**src/hdl/channel_frame_parser_core_defines.svh**
```systemverilog
// ----------------------------------------------------------------------------
// channel_frame_parser_core_defines
// Assertion macros shared by the channel frame parser RTL.
// ----------------------------------------------------------------------------
`ifndef CHANNEL_FRAME_PARSER_CORE_DEFINES_SVH
`define CHANNEL_FRAME_PARSER_CORE_DEFINES_SVH

`ifndef SYNTHESIS
// same-cycle implication
`define CFP_ASSERT_SAME(label, clk, rst, ante, cons) \
   label: assert property (@(posedge clk) disable iff (rst) (ante) |-> (cons)) \
      else $error("cfp assertion failed");
// next-cycle implication
`define CFP_ASSERT_NEXT(label, clk, rst, ante, cons) \
   label: assert property (@(posedge clk) disable iff (rst) (ante) |=> (cons)) \
      else $error("cfp assertion failed");
`else
`define CFP_ASSERT_SAME(label, clk, rst, ante, cons)
`define CFP_ASSERT_NEXT(label, clk, rst, ante, cons)
`endif

`endif

```
**src/hdl/cfp_pkg.sv**
```systemverilog
// ----------------------------------------------------------------------------
// cfp_pkg
// Types and constants for the channel frame parser.
// ----------------------------------------------------------------------------
package cfp_pkg;

   localparam int CHANNELS_DEFAULT = 16;

   localparam logic [7:0] SOF_FIRST  = 8'h01;
   localparam logic [7:0] SOF_SECOND = 8'h02;
   localparam logic [7:0] TRAILER_OK = 8'hDD;
   localparam logic [7:0] EOF_BYTE   = 8'hD4;
   localparam logic [7:0] NIBBLE_MASK = 8'h0F;

   typedef enum logic [2:0] {
      PARSE_HUNT    = 3'd0,
      PARSE_SECOND  = 3'd1,
      PARSE_COUNT   = 3'd2,
      PARSE_HIGH    = 3'd3,
      PARSE_LOW     = 3'd4,
      PARSE_TRAILER = 3'd5,
      PARSE_END     = 3'd6,
      PARSE_ERROR   = 3'd7
   } parse_state_type;

   typedef enum logic [1:0] {
      DRAIN_IDLE = 2'd0,
      DRAIN_READ = 2'd1,
      DRAIN_SHOW = 2'd2
   } drain_state_type;

endpackage

```
**src/hdl/cfp_req_if.sv**
```systemverilog
// ----------------------------------------------------------------------------
// cfp_req_if
// Byte channel into the parser: valid/ready plus one received byte.
// ----------------------------------------------------------------------------
interface cfp_req_if;
   logic       valid;
   logic       ready;
   logic [7:0] rx_byte;

   modport source (output valid, output rx_byte, input ready);
   modport sink   (input valid, input rx_byte, output ready);
endinterface

```
**src/hdl/cfp_rsp_if.sv**
```systemverilog
// ----------------------------------------------------------------------------
// cfp_rsp_if
// Result channel out of the parser: one channel value per transfer.
// ----------------------------------------------------------------------------
interface cfp_rsp_if;
   logic        valid;
   logic        ready;
   logic [4:0]  channel_number;
   logic [11:0] channel_value;
   logic        last_channel;

   modport source (output valid, output channel_number, output channel_value,
                   output last_channel, input ready);
   modport sink   (input valid, input channel_number, input channel_value,
                   input last_channel, output ready);
endinterface

```
**src/hdl/cfp_ram.sv**
```systemverilog
// ----------------------------------------------------------------------------
// cfp_ram
// Generic single-write, single-read RAM with registered read data.
// ----------------------------------------------------------------------------
module cfp_ram #(
   parameter int WIDTH = 12,
   parameter int DEPTH = 16,
   localparam int ADDR_W = (DEPTH > 1) ? $clog2(DEPTH) : 1
) (
   input  logic              clock,
   input  logic              wr_en,
   input  logic [ADDR_W-1:0] wr_addr,
   input  logic [WIDTH-1:0]  wr_data,
   input  logic              rd_en,
   input  logic [ADDR_W-1:0] rd_addr,
   output logic [WIDTH-1:0]  rd_data
);

   logic [WIDTH-1:0] mem_ff [DEPTH];
   logic [WIDTH-1:0] rd_data_ff;

   always_ff @(posedge clock) begin
      if (wr_en) begin
         mem_ff[wr_addr] <= wr_data;
      end
      if (rd_en) begin
         rd_data_ff <= mem_ff[rd_addr];
      end
   end

   assign rd_data = rd_data_ff;

endmodule

```
**src/hdl/cfp_parser.sv**
```systemverilog
// ----------------------------------------------------------------------------
// cfp_parser
// Byte-level frame parser: tracks the frame layout, stores each channel
// value and raises a commit strobe on a good end byte.
// ----------------------------------------------------------------------------
module cfp_parser #(
   parameter int CHANNELS = cfp_pkg::CHANNELS_DEFAULT,
   localparam int CNT_W  = $clog2(CHANNELS + 1),
   localparam int ADDR_W = (CHANNELS > 1) ? $clog2(CHANNELS) : 1
) (
   input  logic              clock,
   input  logic              reset,
   input  logic              in_fire,
   input  logic [7:0]        in_byte,
   output logic              wr_en,
   output logic [ADDR_W-1:0] wr_addr,
   output logic [11:0]       wr_data,
   output logic              commit,
   output logic [CNT_W-1:0]  commit_count
);

   cfp_pkg::parse_state_type state_ff, state_in;
   logic [3:0]       nibble_ff, nibble_in;
   logic [7:0]       low_ff, low_in;
   logic [CNT_W-1:0] index_ff, index_in;
   logic [CNT_W-1:0] count_ff, count_in;
   logic [CNT_W-1:0] index_next;
   logic [7:0]       count_clamp;
   logic             last_seen;

   assign index_next = index_ff + CNT_W'(1);
   assign last_seen  = (index_next >= count_ff);

   always_comb begin
      if (in_byte == 8'd0) begin
         count_clamp = 8'd1;
      end else if (in_byte > 8'(CHANNELS)) begin
         count_clamp = 8'(CHANNELS);
      end else begin
         count_clamp = in_byte;
      end
   end

   // next state
   always_comb begin
      state_in = state_ff;
      if (in_fire) begin
         unique case (state_ff)
            cfp_pkg::PARSE_HUNT: begin
               state_in = (in_byte == cfp_pkg::SOF_FIRST) ? cfp_pkg::PARSE_SECOND
                                                          : cfp_pkg::PARSE_ERROR;
            end
            cfp_pkg::PARSE_SECOND: begin
               state_in = (in_byte == cfp_pkg::SOF_SECOND) ? cfp_pkg::PARSE_COUNT
                                                           : cfp_pkg::PARSE_ERROR;
            end
            cfp_pkg::PARSE_COUNT:   state_in = cfp_pkg::PARSE_HIGH;
            cfp_pkg::PARSE_HIGH:    state_in = cfp_pkg::PARSE_LOW;
            cfp_pkg::PARSE_LOW:     state_in = cfp_pkg::PARSE_TRAILER;
            cfp_pkg::PARSE_TRAILER: begin
               // trailer after the last channel is not checked
               if (last_seen) begin
                  state_in = cfp_pkg::PARSE_END;
               end else if (in_byte == cfp_pkg::TRAILER_OK) begin
                  state_in = cfp_pkg::PARSE_HIGH;
               end else begin
                  state_in = cfp_pkg::PARSE_ERROR;
               end
            end
            cfp_pkg::PARSE_END: begin
               state_in = (in_byte == cfp_pkg::EOF_BYTE) ? cfp_pkg::PARSE_HUNT
                                                         : cfp_pkg::PARSE_ERROR;
            end
            cfp_pkg::PARSE_ERROR:   state_in = cfp_pkg::PARSE_HUNT;
            default:                state_in = cfp_pkg::PARSE_HUNT;
         endcase
      end
   end

   // outputs and datapath
   always_comb begin
      nibble_in = nibble_ff;
      low_in    = low_ff;
      index_in  = index_ff;
      count_in  = count_ff;
      wr_en     = 1'b0;
      commit    = 1'b0;
      if (in_fire) begin
         unique case (state_ff)
            cfp_pkg::PARSE_COUNT: count_in  = CNT_W'(count_clamp);
            cfp_pkg::PARSE_HIGH:  nibble_in = 4'(in_byte & cfp_pkg::NIBBLE_MASK);
            cfp_pkg::PARSE_LOW:   low_in    = in_byte;
            cfp_pkg::PARSE_TRAILER: begin
               wr_en     = 1'b1;
               nibble_in = 4'd0;
               low_in    = 8'd0;
               index_in  = last_seen ? '0 : index_next;
            end
            cfp_pkg::PARSE_END:   commit = (in_byte == cfp_pkg::EOF_BYTE);
            cfp_pkg::PARSE_ERROR: begin
               nibble_in = 4'd0;
               low_in    = 8'd0;
               index_in  = '0;
            end
            default: ;
         endcase
      end
   end

   assign wr_addr      = index_ff[ADDR_W-1:0];
   assign wr_data      = {nibble_ff, low_ff};
   assign commit_count = count_ff;

   always_ff @(posedge clock) begin
      if (reset) begin
         state_ff  <= cfp_pkg::PARSE_HUNT;
         nibble_ff <= 4'd0;
         low_ff    <= 8'd0;
         index_ff  <= '0;
         count_ff  <= '0;
      end else begin
         state_ff  <= state_in;
         nibble_ff <= nibble_in;
         low_ff    <= low_in;
         index_ff  <= index_in;
         count_ff  <= count_in;
      end
   end

endmodule

```
**src/hdl/cfp_drain.sv**
```systemverilog
// ----------------------------------------------------------------------------
// cfp_drain
// Commit sequencer: walks the value store one channel at a time and hands
// each value out on the result channel.
// ----------------------------------------------------------------------------
`include "channel_frame_parser_core_defines.svh"

module cfp_drain #(
   parameter int CHANNELS = cfp_pkg::CHANNELS_DEFAULT,
   localparam int CNT_W  = $clog2(CHANNELS + 1),
   localparam int ADDR_W = (CHANNELS > 1) ? $clog2(CHANNELS) : 1,
   localparam int NUM_W  = (CNT_W > 5) ? CNT_W : 5
) (
   input  logic              clock,
   input  logic              reset,
   input  logic              commit,
   input  logic [CNT_W-1:0]  commit_count,
   output logic              busy,
   output logic              rd_en,
   output logic [ADDR_W-1:0] rd_addr,
   input  logic [11:0]       rd_data,
   cfp_rsp_if.source         rsp
);

   cfp_pkg::drain_state_type state_ff, state_in;
   logic [CNT_W-1:0] idx_ff, idx_in;
   logic [CNT_W-1:0] cnt_ff, cnt_in;
   logic [CNT_W-1:0] idx_next;
   logic [NUM_W-1:0] number;
   logic             is_last;
   logic             fire;

   assign idx_next = idx_ff + CNT_W'(1);
   assign is_last  = (idx_next == cnt_ff);
   assign number   = NUM_W'(idx_ff) + NUM_W'(1);
   assign fire     = rsp.valid && rsp.ready;

   // next state
   always_comb begin
      state_in = state_ff;
      unique case (state_ff)
         cfp_pkg::DRAIN_IDLE: if (commit) state_in = cfp_pkg::DRAIN_READ;
         cfp_pkg::DRAIN_READ: state_in = cfp_pkg::DRAIN_SHOW;
         cfp_pkg::DRAIN_SHOW: begin
            if (fire) begin
               state_in = is_last ? cfp_pkg::DRAIN_IDLE : cfp_pkg::DRAIN_READ;
            end
         end
         default: state_in = cfp_pkg::DRAIN_IDLE;
      endcase
   end

   // outputs and counters
   always_comb begin
      idx_in    = idx_ff;
      cnt_in    = cnt_ff;
      rd_en     = 1'b0;
      rsp.valid = 1'b0;
      unique case (state_ff)
         cfp_pkg::DRAIN_IDLE: begin
            if (commit) begin
               idx_in = '0;
               cnt_in = commit_count;
            end
         end
         cfp_pkg::DRAIN_READ: rd_en = 1'b1;
         cfp_pkg::DRAIN_SHOW: begin
            rsp.valid = 1'b1;
            if (fire && !is_last) begin
               idx_in = idx_next;
            end
         end
         default: ;
      endcase
   end

   assign busy               = (state_ff != cfp_pkg::DRAIN_IDLE);
   assign rd_addr            = idx_ff[ADDR_W-1:0];
   assign rsp.channel_number = number[4:0];
   assign rsp.channel_value  = rd_data;
   assign rsp.last_channel   = is_last;

   always_ff @(posedge clock) begin
      if (reset) begin
         state_ff <= cfp_pkg::DRAIN_IDLE;
         idx_ff   <= '0;
         cnt_ff   <= '0;
      end else begin
         state_ff <= state_in;
         idx_ff   <= idx_in;
         cnt_ff   <= cnt_in;
      end
   end

   `CFP_ASSERT_SAME(a_idx_in_range, clock, reset, busy, idx_ff < cnt_ff)
   `CFP_ASSERT_SAME(a_no_commit_when_busy, clock, reset, busy, !commit)
   `CFP_ASSERT_NEXT(a_commit_starts_read, clock, reset, commit, state_ff == cfp_pkg::DRAIN_READ)
   `CFP_ASSERT_NEXT(a_stall_holds_idx, clock, reset, rsp.valid && !rsp.ready, $stable(idx_ff) && state_ff == cfp_pkg::DRAIN_SHOW)

endmodule

```
**src/hdl/channel_frame_parser_core.sv**
```systemverilog
// ----------------------------------------------------------------------------
// channel_frame_parser_core
// Byte-serial multi-channel frame parser with a committed-value drain.
// ----------------------------------------------------------------------------
// While parsing, the block takes one byte per cycle. On a good end byte it
// stops taking bytes and plays out the frame's channel values from the value
// store: each result is one RAM read with registered data, then the result
// is held until transferred, so req stays held off until every channel of
// the frame is transferred, output stalls included. The value store is a
// CHANNELS-deep RAM with one write and one read port and needs no clearing.
// Results carry a 1-based channel number and a mark on the last one.
`include "channel_frame_parser_core_defines.svh"

module channel_frame_parser_core #(
   parameter int CHANNELS = cfp_pkg::CHANNELS_DEFAULT
) (
   input  logic      clock,
   input  logic      reset,
   cfp_req_if.sink   req_if,
   cfp_rsp_if.source rsp_if
);

   localparam int CNT_W  = $clog2(CHANNELS + 1);
   localparam int ADDR_W = (CHANNELS > 1) ? $clog2(CHANNELS) : 1;

   logic              in_fire;
   logic              busy;
   logic              wr_en;
   logic [ADDR_W-1:0] wr_addr;
   logic [11:0]       wr_data;
   logic              rd_en;
   logic [ADDR_W-1:0] rd_addr;
   logic [11:0]       rd_data;
   logic              commit;
   logic [CNT_W-1:0]  commit_count;

   assign req_if.ready = !busy;
   assign in_fire      = req_if.valid && req_if.ready;

   cfp_parser #(.CHANNELS(CHANNELS)) u_parser (
      .clock        (clock),
      .reset        (reset),
      .in_fire      (in_fire),
      .in_byte      (req_if.rx_byte),
      .wr_en        (wr_en),
      .wr_addr      (wr_addr),
      .wr_data      (wr_data),
      .commit       (commit),
      .commit_count (commit_count)
   );

   cfp_ram #(.WIDTH(12), .DEPTH(CHANNELS)) u_store (
      .clock   (clock),
      .wr_en   (wr_en),
      .wr_addr (wr_addr),
      .wr_data (wr_data),
      .rd_en   (rd_en),
      .rd_addr (rd_addr),
      .rd_data (rd_data)
   );

   cfp_drain #(.CHANNELS(CHANNELS)) u_drain (
      .clock        (clock),
      .reset        (reset),
      .commit       (commit),
      .commit_count (commit_count),
      .busy         (busy),
      .rd_en        (rd_en),
      .rd_addr      (rd_addr),
      .rd_data      (rd_data),
      .rsp          (rsp_if)
   );

   // no byte transfer while a result is on offer
   `CFP_ASSERT_SAME(a_rsp_blocks_req, clock, reset, rsp_if.valid, !req_if.ready)
   // no store write during a drain
   `CFP_ASSERT_SAME(a_no_write_in_drain, clock, reset, busy, !wr_en)

endmodule

```
**src/flat_wrapper.sv**
```systemverilog
// flat-port wrapper written by rule: the top's interface ports become plain ports
module channel_frame_parser_core_flat 
#(
   parameter int CHANNELS = cfp_pkg::CHANNELS_DEFAULT
)
  (clock, reset, req_if_valid, req_if_rx_byte, req_if_ready, rsp_if_valid, rsp_if_channel_number, rsp_if_channel_value, rsp_if_last_channel, rsp_if_ready);
  cfp_req_if req_if_i ();
  cfp_rsp_if rsp_if_i ();
  input  logic clock;
  input  logic reset;
  input wire logic [$bits(req_if_i.valid)-1:0] req_if_valid;
  input wire logic [$bits(req_if_i.rx_byte)-1:0] req_if_rx_byte;
  output wire logic [$bits(req_if_i.ready)-1:0] req_if_ready;
  output wire logic [$bits(rsp_if_i.valid)-1:0] rsp_if_valid;
  output wire logic [$bits(rsp_if_i.channel_number)-1:0] rsp_if_channel_number;
  output wire logic [$bits(rsp_if_i.channel_value)-1:0] rsp_if_channel_value;
  output wire logic [$bits(rsp_if_i.last_channel)-1:0] rsp_if_last_channel;
  input wire logic [$bits(rsp_if_i.ready)-1:0] rsp_if_ready;
  assign req_if_i.valid = req_if_valid;
  assign req_if_i.rx_byte = req_if_rx_byte;
  assign req_if_ready = req_if_i.ready;
  assign rsp_if_valid = rsp_if_i.valid;
  assign rsp_if_channel_number = rsp_if_i.channel_number;
  assign rsp_if_channel_value = rsp_if_i.channel_value;
  assign rsp_if_last_channel = rsp_if_i.last_channel;
  assign rsp_if_i.ready = rsp_if_ready;
  channel_frame_parser_core #(.CHANNELS(CHANNELS)) u_core (.clock(clock), .reset(reset), .req_if(req_if_i), .rsp_if(rsp_if_i));
endmodule
```
**config.mk**
```make
export PLATFORM = sky130hd
export DESIGN_NAME = channel_frame_parser_core_flat
export DESIGN_NICKNAME = d
export VERILOG_FILES = /design/src/hdl/cfp_pkg.sv /design/src/hdl/cfp_req_if.sv /design/src/hdl/cfp_rsp_if.sv /design/src/hdl/cfp_ram.sv /design/src/hdl/cfp_parser.sv /design/src/hdl/cfp_drain.sv /design/src/hdl/channel_frame_parser_core.sv /design/src/flat_wrapper.sv
export VERILOG_INCLUDE_DIRS = /design/src /design/src/hdl
export SDC_FILE = /design/constraint.sdc
export NUM_CORES = 1
export LEC_CHECK = 0
export BUFFER_PORTS_ARGS = -buffer_cell sky130_fd_sc_hd__buf_4
export CORE_ASPECT_RATIO = 1.5
export CORE_MARGIN = 1
export CORE_UTILIZATION = 50
export DETAILED_ROUTE_END_ITERATION = 12
export PLACE_DENSITY = 0.66
export SLEW_MARGIN = 20
export SYNTH_ARGS = -nofsm -noshare
export SYNTH_HDL_FRONTEND = slang
export SYNTH_SLANG_ARGS = --single-unit
```
**constraint.sdc**
```tcl
create_clock -name clock -period 7.2 [get_ports clock]
set_input_delay 0.36 -clock clock [delete_from_list [all_inputs] [get_ports clock]]
set_output_delay 0.36 -clock clock [all_outputs]
set_load 0.01 [all_outputs]
```
# Word-level counts from Yosys, hierarchy flattened
# Memory sizes are Yosys's and may differ from the RTL's. A register that Yosys moved wholly into a read port is not among the register bits.
# Cells that the tools add are included.
# W data, S select, Z words.
# totals
in_bits	12
out_inout_bits	20
mem_count	1
elab_cells	78
mem_bits_rw	192
regBits	37
# mem_list
memory	words	word_bits	read_ports	rd_clocked_by_memory_dff	write_ports	line	text
u_core.u_store.mem_ff	16	12	1	1	1	cfp_ram.sv:19	logic [WIDTH-1:0] mem_ff [DEPTH];
# op_classes
reduce_logical	21
order_cmp	2
n_addsub	2
muxes	27
n_eq_ne	17
# ops
operator	n
$mux W5	5
$pmux W3 S8	1
$pmux W5 S2	2
$eq A8 B8 Y1 const B	2
$pmux W8 S2	1
$mux W3	5
$eq A3 B3 Y1 const B	4
$reduce_and A2 Y1	6
$add A5 B1 Y5 const B	2
$reduce_bool A2 Y1	5
$mux W1	9
$eq A8 B1 Y1 const B	1
$eq A8 B2 Y1 const B	1
$gt A8 B5 Y1 const B	1
$logic_not A8 Y1	1
$pmux W4 S2	1
$eq A3 B2 Y1 const B	2
$pmux W2 S3	1
$eq A5 B5 Y1	1
$ge A5 B5 Y1	1
$mux W2	2
$ne A2 B2 Y1 const B	2
$eq A3 B1 Y1 const B	1
$logic_and A1 B1 Y1	3
8 further kinds	9

# Logic depth before layout (Yosys ltp)
# Gate-level depths: netlist (run 1).
# depth
word_depth	6
ltp_mapped	9
ltp_nobuf	9

# Cells and area by module
# Synthesis (run 1) repeated with hierarchy kept, for this count alone.
# hier_totals
cells_unflattened	599
hier_area_um2	9939.5
# by_module_without_submodules
module	area_each_um2	instances	seq_area_each_um2	cells_per_inst
cfp_ram	7719.9	1	6125.9	329
cfp_parser	1342.5	1	500.5	168
cfp_drain	867.1	1	240.2	100
channel_frame_parser_core	10.0	1	0.0	2

# Worst setup path before layout (run 1)
# Ideal clock, no wire load.
# synth_path
path_type	in2reg
from	input req_if_valid
to	memory u_core.u_store.mem_ff[3][0] (enable)
stages	5
path_slack_ps	4653
arrival_time_ps	2151
setup_ps	396
path_cell_list	or3b_2 -> buf_2 -> nor2_2 -> nand2_1 -> nor3_1
# synth_via
elab_chain_cells	4
# synth_rtl
item	line	text
start, declared	flat_wrapper.sv:11	input wire logic [$bits(req_if_i.valid)-1:0] req_if_valid;
$logic_and A1 B1 Y1	channel_frame_parser_core.sv:38	assign in_fire = req_if.valid && req_if.ready;
$mux W1	cfp_parser.sv:88	if (in_fire) begin
$mux W1	cfp_ram.sv:23	if (wr_en) begin
$mux W1 (not written as such)	cfp_ram.sv:24	mem_ff[wr_addr] <= wr_data;
end, declared	cfp_ram.sv:19	
# No other way between the ends.

# Worst setup path after layout (run 1)
# layout_path
from	register u_core.u_drain.state_ff[1]
to	memory u_core.u_store.mem_ff[0][1] (enable)
# layout_via
elab_chain_cells	6
# layout_rtl
item	line	text
start, declared	cfp_drain.sv:25	cfp_pkg::drain_state_type state_ff, state_in;
start signal, assigned	cfp_drain.sv:85	state_ff <= cfp_pkg::DRAIN_IDLE;
start signal, assigned	cfp_drain.sv:89	state_ff <= state_in;
$reduce_bool A2 Y1	cfp_drain.sv:77	assign busy = (state_ff != cfp_pkg::DRAIN_IDLE);
$logic_not A1 Y1	channel_frame_parser_core.sv:37	assign req_if.ready = !busy;
$logic_and A1 B1 Y1	channel_frame_parser_core.sv:38	
$mux W1	cfp_parser.sv:88	
$mux W1	cfp_ram.sv:23	
$mux W1 (not written as such)	cfp_ram.sv:24	
# No other way between the ends.

==> results of run 1 <==
layout by cell type (no fill, tap or decap), types with 4 or more instances in the layout:
| cell | count |
|---|---|
| nor2b_1 | 17 |
| mux4_2 | 48 |
| nand2_1 | 20 |
| edfxtp_1 | 204 |
| buf_4 | 39 |
| nor3_1 | 4 |
| nor2_2 | 11 |
| ha_1 | 10 |
| nand3_1 | 22 |
| clkbuf_16 | 21 |
| dfxtp_1 | 34 |
| mux2i_1 | 17 |
| nor2_1 | 22 |
| xnor2_1 | 7 |
| a211oi_1 | 15 |
| o21ai_0 | 10 |
| clkbuf_1 | 6 |
| a21oi_1 | 40 |
| inv_1 | 11 |
| nand2b_1 | 5 |
routing by layer:
layer / GRT usage [%] / wire, µm / share of wire [%] / vias up
met2: 37.67 / 11060 / 56 / 152
li1: - / - / - / 2355
met1: 25.01 / 7404 / 37 / 2595
met5: 0 / 0 / 0 / -
met4: 7.532 / 595 / 3.0 / 0
met3: 2.243 / 779 / 3.9 / 36
through the flow:
stage               utilization [%]  worst slack, ns  power, µW  std cells  instance area [µm²]
global placement              53.41            4.377       1597        843                10230
global route                  57.30            4.236       2765        882                10980
detailed placement            53.45            4.341       1599        843                10240
finish                        57.30            4.377       2690        882                10980
CTS                           57.03            4.011       2706        881                10930
floorplan                         -            4.653       1576        581                 9749
logic make-up (layout without fill, tap and decap cells):
logic type                 count (synthesis)  after routing
buffers and inverters                     44             89
AOI/OAI and AO/OA                         83             83
and+or+nand+nor                          127            127
DFF                                      241            241
adders and majority gates                 10             10
xor gates and xnor gates                  11             11
muxes                                     65             65
power groups by stage:
stage	clock network (µW)	registers, µW	logic [µW]
4_1_cts	1140	1530	38.6
2_1_floorplan	0	1550	27.6
5_1_grt	1190	1530	42.9
3_5_place_dp	0	1560	38.5
3_3_place_gp	0	1560	37.3
6_report	1120	1530	39.0
worst max-delay path, stage by stage, from the launching register on:
cell and delay [ns]:
dfxtp_1 0.36, or3b_2 0.62, nor2_2 0.25, nand2_1 0.19, nor3_1 0.77, buf_4 0.31
cells in the mapped netlist (3+ instances only):
| cell | n | area share (%) |
|---|---|---|
| dfxtp_1 | 37 | 7.6 |
| buf_1 | 3 | 0.12 |
| a22oi_1 | 3 | 0.23 |
| nor3_1 | 6 | 0.31 |
| xnor2_1 | 7 | 0.63 |
| nor2b_1 | 17 | 1.1 |
| and3_1 | 3 | 0.19 |
| buf_2 | 11 | 0.56 |
| a21oi_1 | 40 | 2.1 |
| clkbuf_1 | 17 | 0.65 |
| nor2_1 | 32 | 1.2 |
| nand3_1 | 22 | 1.1 |
| o21ai_0 | 10 | 0.51 |
| inv_1 | 11 | 0.42 |
| mux4_2 | 48 | 11 |
| a211oi_1 | 15 | 1.2 |
| nand2b_1 | 5 | 0.32 |
| ha_1 | 10 | 1.3 |
| nand2_1 | 20 | 0.77 |
| mux2i_1 | 17 | 1.7 |
| and2_1 | 3 | 0.19 |
| edfxtp_1 | 204 | 63 |
sequential cells by signal (all words and copies together), names as in the netlist, 4 cells and up:
signal                        flops
u_core.u_drain.idx_ff             5
u_core.u_parser.low_ff            8
u_core.u_parser.nibble_ff         4
u_core.u_parser.index_ff          5
u_core.u_drain.cnt_ff             5
u_core.u_store.rd_data           12
u_core.u_parser.commit_count      5
u_core.u_store.mem_ff           192
path summary, 6_finish.rpt:
check                                   from                         endpoint  slack, ns
min reg2reg  u_core.u_parser.commit_count[2]  u_core.u_parser.commit_count[2]       0.48
max               u_core.u_drain.state_ff[1]      u_core.u_store.mem_ff[0][1]       4.38
min                        req_if_rx_byte[5]        u_core.u_parser.low_ff[5]       0.16
max reg2reg       u_core.u_drain.state_ff[1]      u_core.u_store.mem_ff[0][1]       4.38
area by class of cell:
| type | instances | area (µm²) | area share [%] |
|---|---|---|---|
| clock buffers | 30 | 589.3 | 5.368 |
| clock inverters | 8 | 97.59 | 0.8889 |
| inverters | 11 | 41.29 | 0.3761 |
| multi-input cells | 296 | 2738 | 24.93 |
| flip-flops and latches | 241 | 6873 | 62.60 |
| well taps | 256 | 320.3 | 2.917 |
| repair buffers | 40 | 320.3 | 2.917 |
==> reports/metrics.cfg, run 1 <==
[cells_and_area]
nets = 633
fill_cells = 1468
drive_gt1_share_pct = 22.52
area_delta_synth_final_pct = 12.62
num_antenna_cells = 0

[power_and_ir_drop]
switching_share_pct = 19.35
pwr-share-clk_pct = 41.7
p_seq_share_pct = 56.9
p_leak_uw = 0.003661
combPwrFrac_pct = 1.4
max-vdd-ir-drop_v = 0.0001343
power_density_nw_per_um2 = 245.0
p_int_uw = 2170
power_switching_uw = 520.7

[routing]
drtIter0Drc = 380
firstDrtPassIters = 5
vias = 5138
vias_per_cell = 5.825
wl_um = 19840
ant_nets = 0
wl_per_cell_um = 22.50
route.detailed.drc = 0

[cts]
cts_resized = 0
clock_sinks = 241
cts_tree = built
postCtsSetupRepairBufs = 0
cts_hold_buf = 0
clkSlewWorstSetupHoldPaths_ns = 0.07
tritoncts.num_buffers = 21
htreeDepth = 1
cts-root-buf = clkbuf_16
insertion_delay_ns = 0.51
clockBufferDepth = 3

[global_route]
gr-total-overflow = 0
grt_pass1_vias = 5249
grt_pass1_wl_um = 30150
grt_max_degree = 54
grt_usage_pct = 20.73
grt_antenna_before_repair = 0

[yosys]
syn_area_um2 = 9749
synth-compound-area-share_pct = 5.300
synth.net_count = 603
synth-adder-area-share_pct = 1.283
synth_top_family_by_area = multiplexers
synth_seq_area_share_pct = 70.43
ys.flop_type = edfxtp_1
synth_xor_area_share_pct = 1.283
ys_types = 52
synth_edf_count = 204
syn_inst = 581
yosysWarnings = 0
syn_area_per_cell_um2 = 16.78
synthArstFlopShare_pct = 0
synth-simple-area-share_pct = 6.956
ys_ff_latch = 241
synth_mux_area_share_pct = 12.83

[placement]
dp_hpwl_um = 12990
portBuffers = 31
place_congestion = 0.8575

[sta]
min_period_over_period_pct = 39.20
worst_pin_slew_ns = 1.049
min_period_ns = 2.823
skew_ns = 0.01767
hold_viol_final = 0
holdWs_ns = 0.1603
fin_tns_setup_ns = 0
rsz0062_at_grt = false
relSlewSlack_pct = 29.67
finalSetupViolations = 0
fmax_mhz = 354.3
slew_violations = 0

[worst_setup_path]
start_kind = flip-flop
crit_type = reg -> reg
required_ns = 7.40
r2r_cells = 5
worst-path-max-fanout = 12
cp.arrival_ns = 3.02
end_kind = flip-flop

[floorplanning]
die_area_um2 = 20070
ioPinCount = 32
start_util_pct = 50.88
die_height_um = 173.0
core_um2 = 19160
fp.dieW_um = 116.0
row_count = 62

[status]
outcome = finished, final reports clean

[job]
drv_cap = 0

[hold_path]
hp-class = in -> reg
whs_path_depth = 3

(Power assumes the default switching activity.)
==> run 2: changes to the inputs <==
Clock period 7.2 ns to 2.85 ns, I/O delays scaled along.
==> run 2 against run 1 <==
Non-clock buffer count up 31. Global-route usage down 0.71 points. Clock power rose to 2.7 times the previous value. Critical path depth unchanged. Setup slack worse by 3.9 ns. Clock skew down 0.010 ns. Core utilization up 1.6 points. Final cell count up 3.6%. Via count up 1.8%. Sequential power rose to 2.5 times the previous value.
==> reports/metrics.cfg, run 2 (same netlist as run 1, synthesis figures left out) <==
[status]
outcome = finished, final reports clean

[cells_and_area]
most-common-layout-cells = edfxtp_1, buf_4, mux4_2
num_antenna_cells = 0  ; unchanged
final_common_cell = edfxtp_1
top_register = u_core.u_store.mem_ff
drive_gt1_share_pct = 23.71  ; +1.2 points
nets = 665  ; +5.1%
largest_register_ffs = 192  ; unchanged
area_delta_synth_final_pct = 15.71

[worst_setup_path]
r2r_cells = 6  ; +1
slowest_delay_ns = 0.57  ; -0.20 ns
required_ns = 2.71  ; -4.69 ns
start_kind = flip-flop
cp_num_buf_inv = 1  ; unchanged
crit_cells = 5  ; unchanged
worst-path-max-fanout = 20  ; +8
cpLargestDelayFamily = flip-flops
path_cells = ha_1 > xor3_1 > nor3_2 > and3_1 > buf_4
crit_type = reg -> out
cp.arrival_ns = 2.23  ; -0.79 ns
cpMaxStageDelayCell = dfxtp_4
end_kind = output pin

[floorplanning]
die_area_um2 = 20070  ; unchanged
fp.dieW_um = 116.0  ; unchanged
start_util_pct = 50.88  ; unchanged
ioPinCount = 32  ; unchanged
die_height_um = 173.0  ; unchanged
core_um2 = 19160  ; unchanged
row_count = 62  ; unchanged

[routing]
route.detailed.drc = 0  ; unchanged
wl_um = 18940  ; -4.5%
drtIter0Drc = 258  ; -32%
firstDrtPassIters = 4  ; -1
ant_nets = 0  ; unchanged
vias_per_cell = 5.724  ; -1.7%
wl_per_cell_um = 20.72  ; -7.9%
vias = 5232  ; +1.8%

[cts]
cts_resized = 0  ; unchanged
clockBufferDepth = 3  ; unchanged
clkSlewWorstSetupHoldPaths_ns = 0.06  ; about the same
cts_tree = built
tritoncts.num_buffers = 22  ; +4.8%
clock_sinks = 241  ; unchanged
cts_hold_buf = 10  ; +10
htreeDepth = 1  ; unchanged
cts-root-buf = clkbuf_16
postCtsSetupRepairBufs = 0  ; unchanged
insertion_delay_ns = 0.50  ; about the same

[hold_path]
hp-class = in -> reg
whs_path_depth = 2  ; -1

[sta]
holdWs_ns = 0.03538  ; -0.1249 ns
finalSetupViolations = 0  ; unchanged
relSlewSlack_pct = 52.73  ; +23 points
skew_ns = 0.007329  ; -0.01034 ns
fin_tns_setup_ns = 0  ; unchanged
fmax_mhz = 421.2
slew_violations = 0  ; unchanged
hold_viol_final = 0  ; unchanged
min_period_ns = 2.374
rsz0062_at_grt = false
worst_pin_slew_ns = 0.7080  ; -0.3412 ns
min_period_over_period_pct = 83.31

[placement]
portBuffers = 31  ; unchanged
dp_hpwl_um = 12370  ; -4.8%
place_congestion = 0.8373  ; -2.4%

[global_route]
grt_antenna_before_repair = 0  ; unchanged
grt_usage_pct = 20.02  ; -0.71 points
gr-total-overflow = 0  ; unchanged
grt_max_degree = 50  ; -7.4%
grt_pass1_vias = 5514  ; +5.0%
grt_pass1_wl_um = 30110  ; -0.12%

[power_and_ir_drop]
max-vdd-ir-drop_v = 0.0004771  ; +260%
p_leak_uw = 0.003865  ; +5.6%
power_density_nw_per_um2 = 623.0  ; +150%

[job]
drv_cap = 0  ; unchanged

run 2: changes by cell type in the layout (fill, tap and decap cells not counted), moves of 2 or more:
| cell | previous run | this run |
|---|---|---|
| nor2_2 | 11 | 1 |
| buf_12 | 0 | 2 |
| nor2_1 | 22 | 32 |
| clkbuf_16 | 21 | 23 |
| clkbuf_1 | 6 | 2 |
| bufinv_16 | 2 | 4 |
| clkinv_2 | 1 | 4 |
| buf_4 | 39 | 59 |
| dlygate4sd3_1 | 0 | 10 |
| clkbuf_8 | 3 | 0 |
run 2: path summary, 6_finish.rpt:
check / slack [ns] / end / start
setup / recovery: 0.48 / rsp_if_last_channel / u_core.u_drain.idx_ff[0]
setup reg to reg: 0.62 / u_core.u_drain.idx_ff[3] / u_core.u_drain.idx_ff[0]
hold reg to reg: 0.49 / u_core.u_parser.commit_count[2] / u_core.u_parser.commit_count[2]
hold / removal: 0.04 / u_core.u_drain.cnt_ff[3] / reset
run 2: layout make-up:
cell class,instances,area (µm²)
repair buffers,71,583.1
clock inverters,14,173.9
inverters,11,41.29
well taps,256,320.3
clock buffers,25,583.1
flip-flops and latches,241,6873
fillers,1425,7880
multi-input cells,296,2706
run 2: through the flow:
| step | setup slack (ns) | utilization [%] | total power (µW) | cell area (µm²) | cells |
|---|---|---|---|---|---|
| final | 0.4757 | 58.87 | 7027 | 11280 | 914 |
| after global routing | 0.3600 | 58.87 | 7225 | 11280 | 914 |
| after CTS | 0.4166 | 58.87 | 7077 | 11280 | 914 |
| after detailed placement | 0.5996 | 54.40 | 4034 | 10420 | 865 |
| after global placement | 0.6274 | 54.40 | 4027 | 10420 | 865 |
| after floorplan | 0.3072 | - | 3982 | 9749 | 581 |
run 2: report_power, final:
part | internal (µW) | switching, µW | leakage (µW) | total, µW
clock | 1830 | 1220 | 0.000371 | 3060
sequential | 3810 | 45.6 | 0.00232 | 3860
combinational | 46.3 | 63.8 | 0.00118 | 110
total | 5700 | 1330 | 0.00387 | 7030
run 2: metal layers:
layer  global-route usage (%)  part of all wire, %  vias up
li1                         -                    -     2416
met1                    25.72                   40     2639
met2                    34.67                   53      138
met3                    2.278                  4.1       39
met4                    7.372                  3.1        0
met5                        0                    0        -
run 2: worst register-to-register path, cell delays in order, from the launching register on:
cell	delay [ns]
dfxtp_4	0.57
ha_1	0.32
xor3_1	0.28
nor3_2	0.23
and4_1	0.35
nor2_1	0.11
a32o_1	0.27
==> run 3: changes to the inputs <==
Settings changed: ABC_AREA from default to 1, PLACE_DENSITY 0.66 to 0.69.
Clock period 2.85 ns to 1.9 ns, I/O delays scaled along.
==> run 3 against run 2 <==
The run now ends with setup timing left. Global-route usage rose by 4.2 points. Clock power increased by 45%. Design area increased by 7.4%. Routed wire length increased by 25%. Die area grew 1.7%. Synthesized cell count grew 51%. Clock skew rose by 0.0033 ns. Synthesized area grew 1.8%. Critical path type unchanged.
==> reports/metrics.cfg, run 3 <==
[status]
outcome = complete, but fails checks
violations = setup timing

[power_and_ir_drop]
p_leak_uw = 0.004312  ; +12%
power_density_nw_per_um2 = 867.7  ; +39%
max-vdd-ir-drop_v = 0.0006088  ; +28%

[routing]
ant_nets = 0  ; unchanged
drtIter0Drc = 462  ; +79%
route.detailed.drc = 0  ; unchanged
vias_per_cell = 5.622  ; -1.8%
met2_length_um = 12230  ; +22%
wl_met1_um = 9029  ; +19%
firstDrtPassIters = 5  ; +1
route.met3.wl_um = 1342  ; +71%
wl_um = 23620  ; +25%
wl_per_cell_um = 19.00  ; -8.3%
routed.top_layer = met4
vias = 6988  ; +34%

[sta]
rsz0062_at_grt = true
skew_ns = 0.01061  ; +0.003283 ns
finalSetupViolations = 6  ; +6
fin_tns_setup_ns = -0.2276  ; -0.2276 ns
hold_viol_final = 0  ; unchanged
min_period_ns = 1.988
slew_violations = 0  ; unchanged
fmax_mhz = 503.1
worst_pin_slew_ns = 0.6269  ; -0.08118 ns
relSlewSlack_pct = 58.15  ; +5.4 points
timing.final.ws_setup_ns = -0.08768  ; -0.5634 ns
min_period_over_period_pct = 104.6
holdWs_ns = 0.2156  ; +0.1802 ns

[cells_and_area]
area_delta_synth_final_pct = 22.09
drive_gt1_share_pct = 19.96  ; -3.7 points
design_area_um2 = 12110  ; +7.4%
most-common-layout-cells = edfxtp_1, nor2_1, o21ai_0
largest_register_ffs = 192  ; unchanged
fill_cells = 1477  ; +3.6%
num_antenna_cells = 0  ; unchanged
seq_area_um2 = 6880  ; +0.11%
nets = 993  ; +49%
multi_input_area_um2 = 2892  ; +6.8%
top_register = u_core.u_store.mem_ff
final_common_cell = edfxtp_1
finalNonFillerCells = 1243  ; +36%

[cts]
clockBufferDepth = 3  ; unchanged
clkSlewWorstSetupHoldPaths_ns = 0.07  ; about the same
tritoncts.num_buffers = 22  ; unchanged
insertion_delay_ns = 0.50  ; about the same
clock_sinks = 241  ; unchanged
cts_tree = built
htreeDepth = 1  ; unchanged
cts-root-buf = clkbuf_16

[yosys]
synth_area_leaders = edfxtp_1, dfxtp_1, nor2_1, o21ai_0, o22ai_1
syn_area_per_cell_um2 = 11.29  ; -33%
yosysWarnings = 0  ; unchanged
synth.net_count = 901  ; +49%
ys_ff_latch = 241  ; unchanged
syn_area_um2 = 9922  ; +1.8%
syn_inst = 879  ; +51%
synthArstFlopShare_pct = 0  ; unchanged
ys_types = 36  ; -31%
synth_seq_area_share_pct = 69.21  ; -1.2 points
yosysMostFrequentCell = edfxtp_1
synth_edf_count = 204  ; unchanged
yosysTopAreaCell = edfxtp_1
netlist.area_leader.share_pct = 61.74  ; -1.1 points
synth_commonest_cells = edfxtp_1, nor2_1, o21ai_0
ys.flop_type = edfxtp_1

[placement]
portBuffers = 31  ; unchanged
dpl_cell_area_um2 = 10870  ; +4.3%
dp_hpwl_um = 14390  ; +16%
dp.cells = 1178  ; +36%
place_congestion = 0.8175  ; -2.4%
place_worst_setup_slack_ns = -0.1325  ; -0.7321 ns

[job]
drv_cap = 0  ; unchanged

[global_route]
grt_antenna_before_repair = 0  ; unchanged
gr-total-overflow = 0  ; unchanged
grt_max_degree = 51  ; +2.0%
grt_usage_pct = 24.26  ; +4.2 points
grt_pass1_wl_um = 37090  ; +23%
grt_pass1_vias = 6982  ; +27%

[worst_setup_path]
crit_end = rsp_if_last_channel
r2r_cells = 10  ; +4
r2r_start = u_core.u_parser.index_ff[1]
ff2ff_setup_slack_ns = -0.03  ; -0.65 ns
start_kind = flip-flop
cp.arrival_ns = 1.89  ; -0.34 ns
worst-path-max-fanout = 4  ; -80%
end_kind = output pin
crit_type = reg -> out
required_ns = 1.80  ; -0.91 ns
cp-startpoint = u_core.u_drain.idx_ff[0]
r2r-end = u_core.u_parser.index_ff[1]

[hold_path]
hp-class = in -> reg

[floorplanning]
die_height_um = 174.5  ; +0.87%
ioPinCount = 32  ; unchanged
fp.dieW_um = 117.0  ; +0.87%
core_um2 = 19320  ; +0.81%
row_count = 62  ; unchanged
die_area_um2 = 20420  ; +1.7%
start_util_pct = 51.37  ; +0.49 points

run 3: cells by family (layout without fill, tap and decap cells):
| group | Yosys count | in the layout | share of synthesized area [%] |
|---|---|---|---|
| adders and majority gates | 10 | 10 | 1.261 |
| DFF | 241 | 241 | 69.21 |
| and+or+nand+nor | 297 | 297 | 12.61 |
| xor gates and xnor gates | 3 | 3 | 0.2649 |
| AOI/OAI and AO/OA | 232 | 232 | 12.60 |
| buffers and inverters | 96 | 204 | 4.060 |
run 3: cell type report:
cell class / instances / share of cell area, %
Timing Repair Buffer: 114 / 9.089
Clock inverter: 7 / 0.7023
Sequential cell: 241 / 56.80
Clock buffer: 33 / 5.309
Tap cell: 256 / 2.644
Multi-Input combinational cell: 542 / 23.87
Inverter: 50 / 1.591
run 3: how the worst min path moves through the flow:
stage                                 endpoint         startpoint  slack (ns)  depth (start not counted)
6_report           u_core.u_parser.state_ff[0]       req_if_valid        0.22                          6
5_1_grt            u_core.u_parser.state_ff[2]       req_if_valid        0.24                          6
4_1_cts            u_core.u_parser.state_ff[0]       req_if_valid        0.16                          6
3_5_place_dp        u_core.u_drain.state_ff[1]       rsp_if_ready        0.38                          4
3_3_place_gp        u_core.u_drain.state_ff[1]       rsp_if_ready        0.37                          4
2_1_floorplan  u_core.u_parser.commit_count[1]  req_if_rx_byte[1]        0.24                          2
run 3: where the power goes:
group          internal, µW  switching, µW  leakage, µW  total [µW]
combinational          96.1            141      0.00183         237
clock                  2610           1840     0.000361        4450
sequential             5750           73.7      0.00212        5820
run 3: worst max-delay path, cell delays in order (launching register included):
cell     delay, ns
dfxtp_4       0.37
ha_4          0.29
inv_2         0.03
nand2_1       0.04
nand2_1       0.04
nor2_1        0.09
nand3_1       0.10
nor2_2        0.14
and3_4        0.19
buf_6         0.09
run 3: timing repair:
action                     in CTS  in global routing
pin swaps                      14                 18
setup buffers                  11                  4
hold endpoints to repair       17                  0
hold buffers                   11                  0
gates cloned                    1                  0
resized for setup              29                 35
setup endpoints to repair       8                198
run 3: layer usage:
metal  vias to the layer above  track usage (%)
met5                         -                0
met1                      3360            29.14
met3                        66            3.905
met2                       244            41.94
li1                       3318                -
met4                         0            11.45
run 3: per-stage QoR:
step / power (µW) / utilization [%]
after floorplan: 6031 / -
after global placement: 6137 / 56.27
after detailed placement: 6143 / 56.27
after CTS: 10560 / 61.94
after global routing: 10790 / 62.72
final: 10510 / 62.72
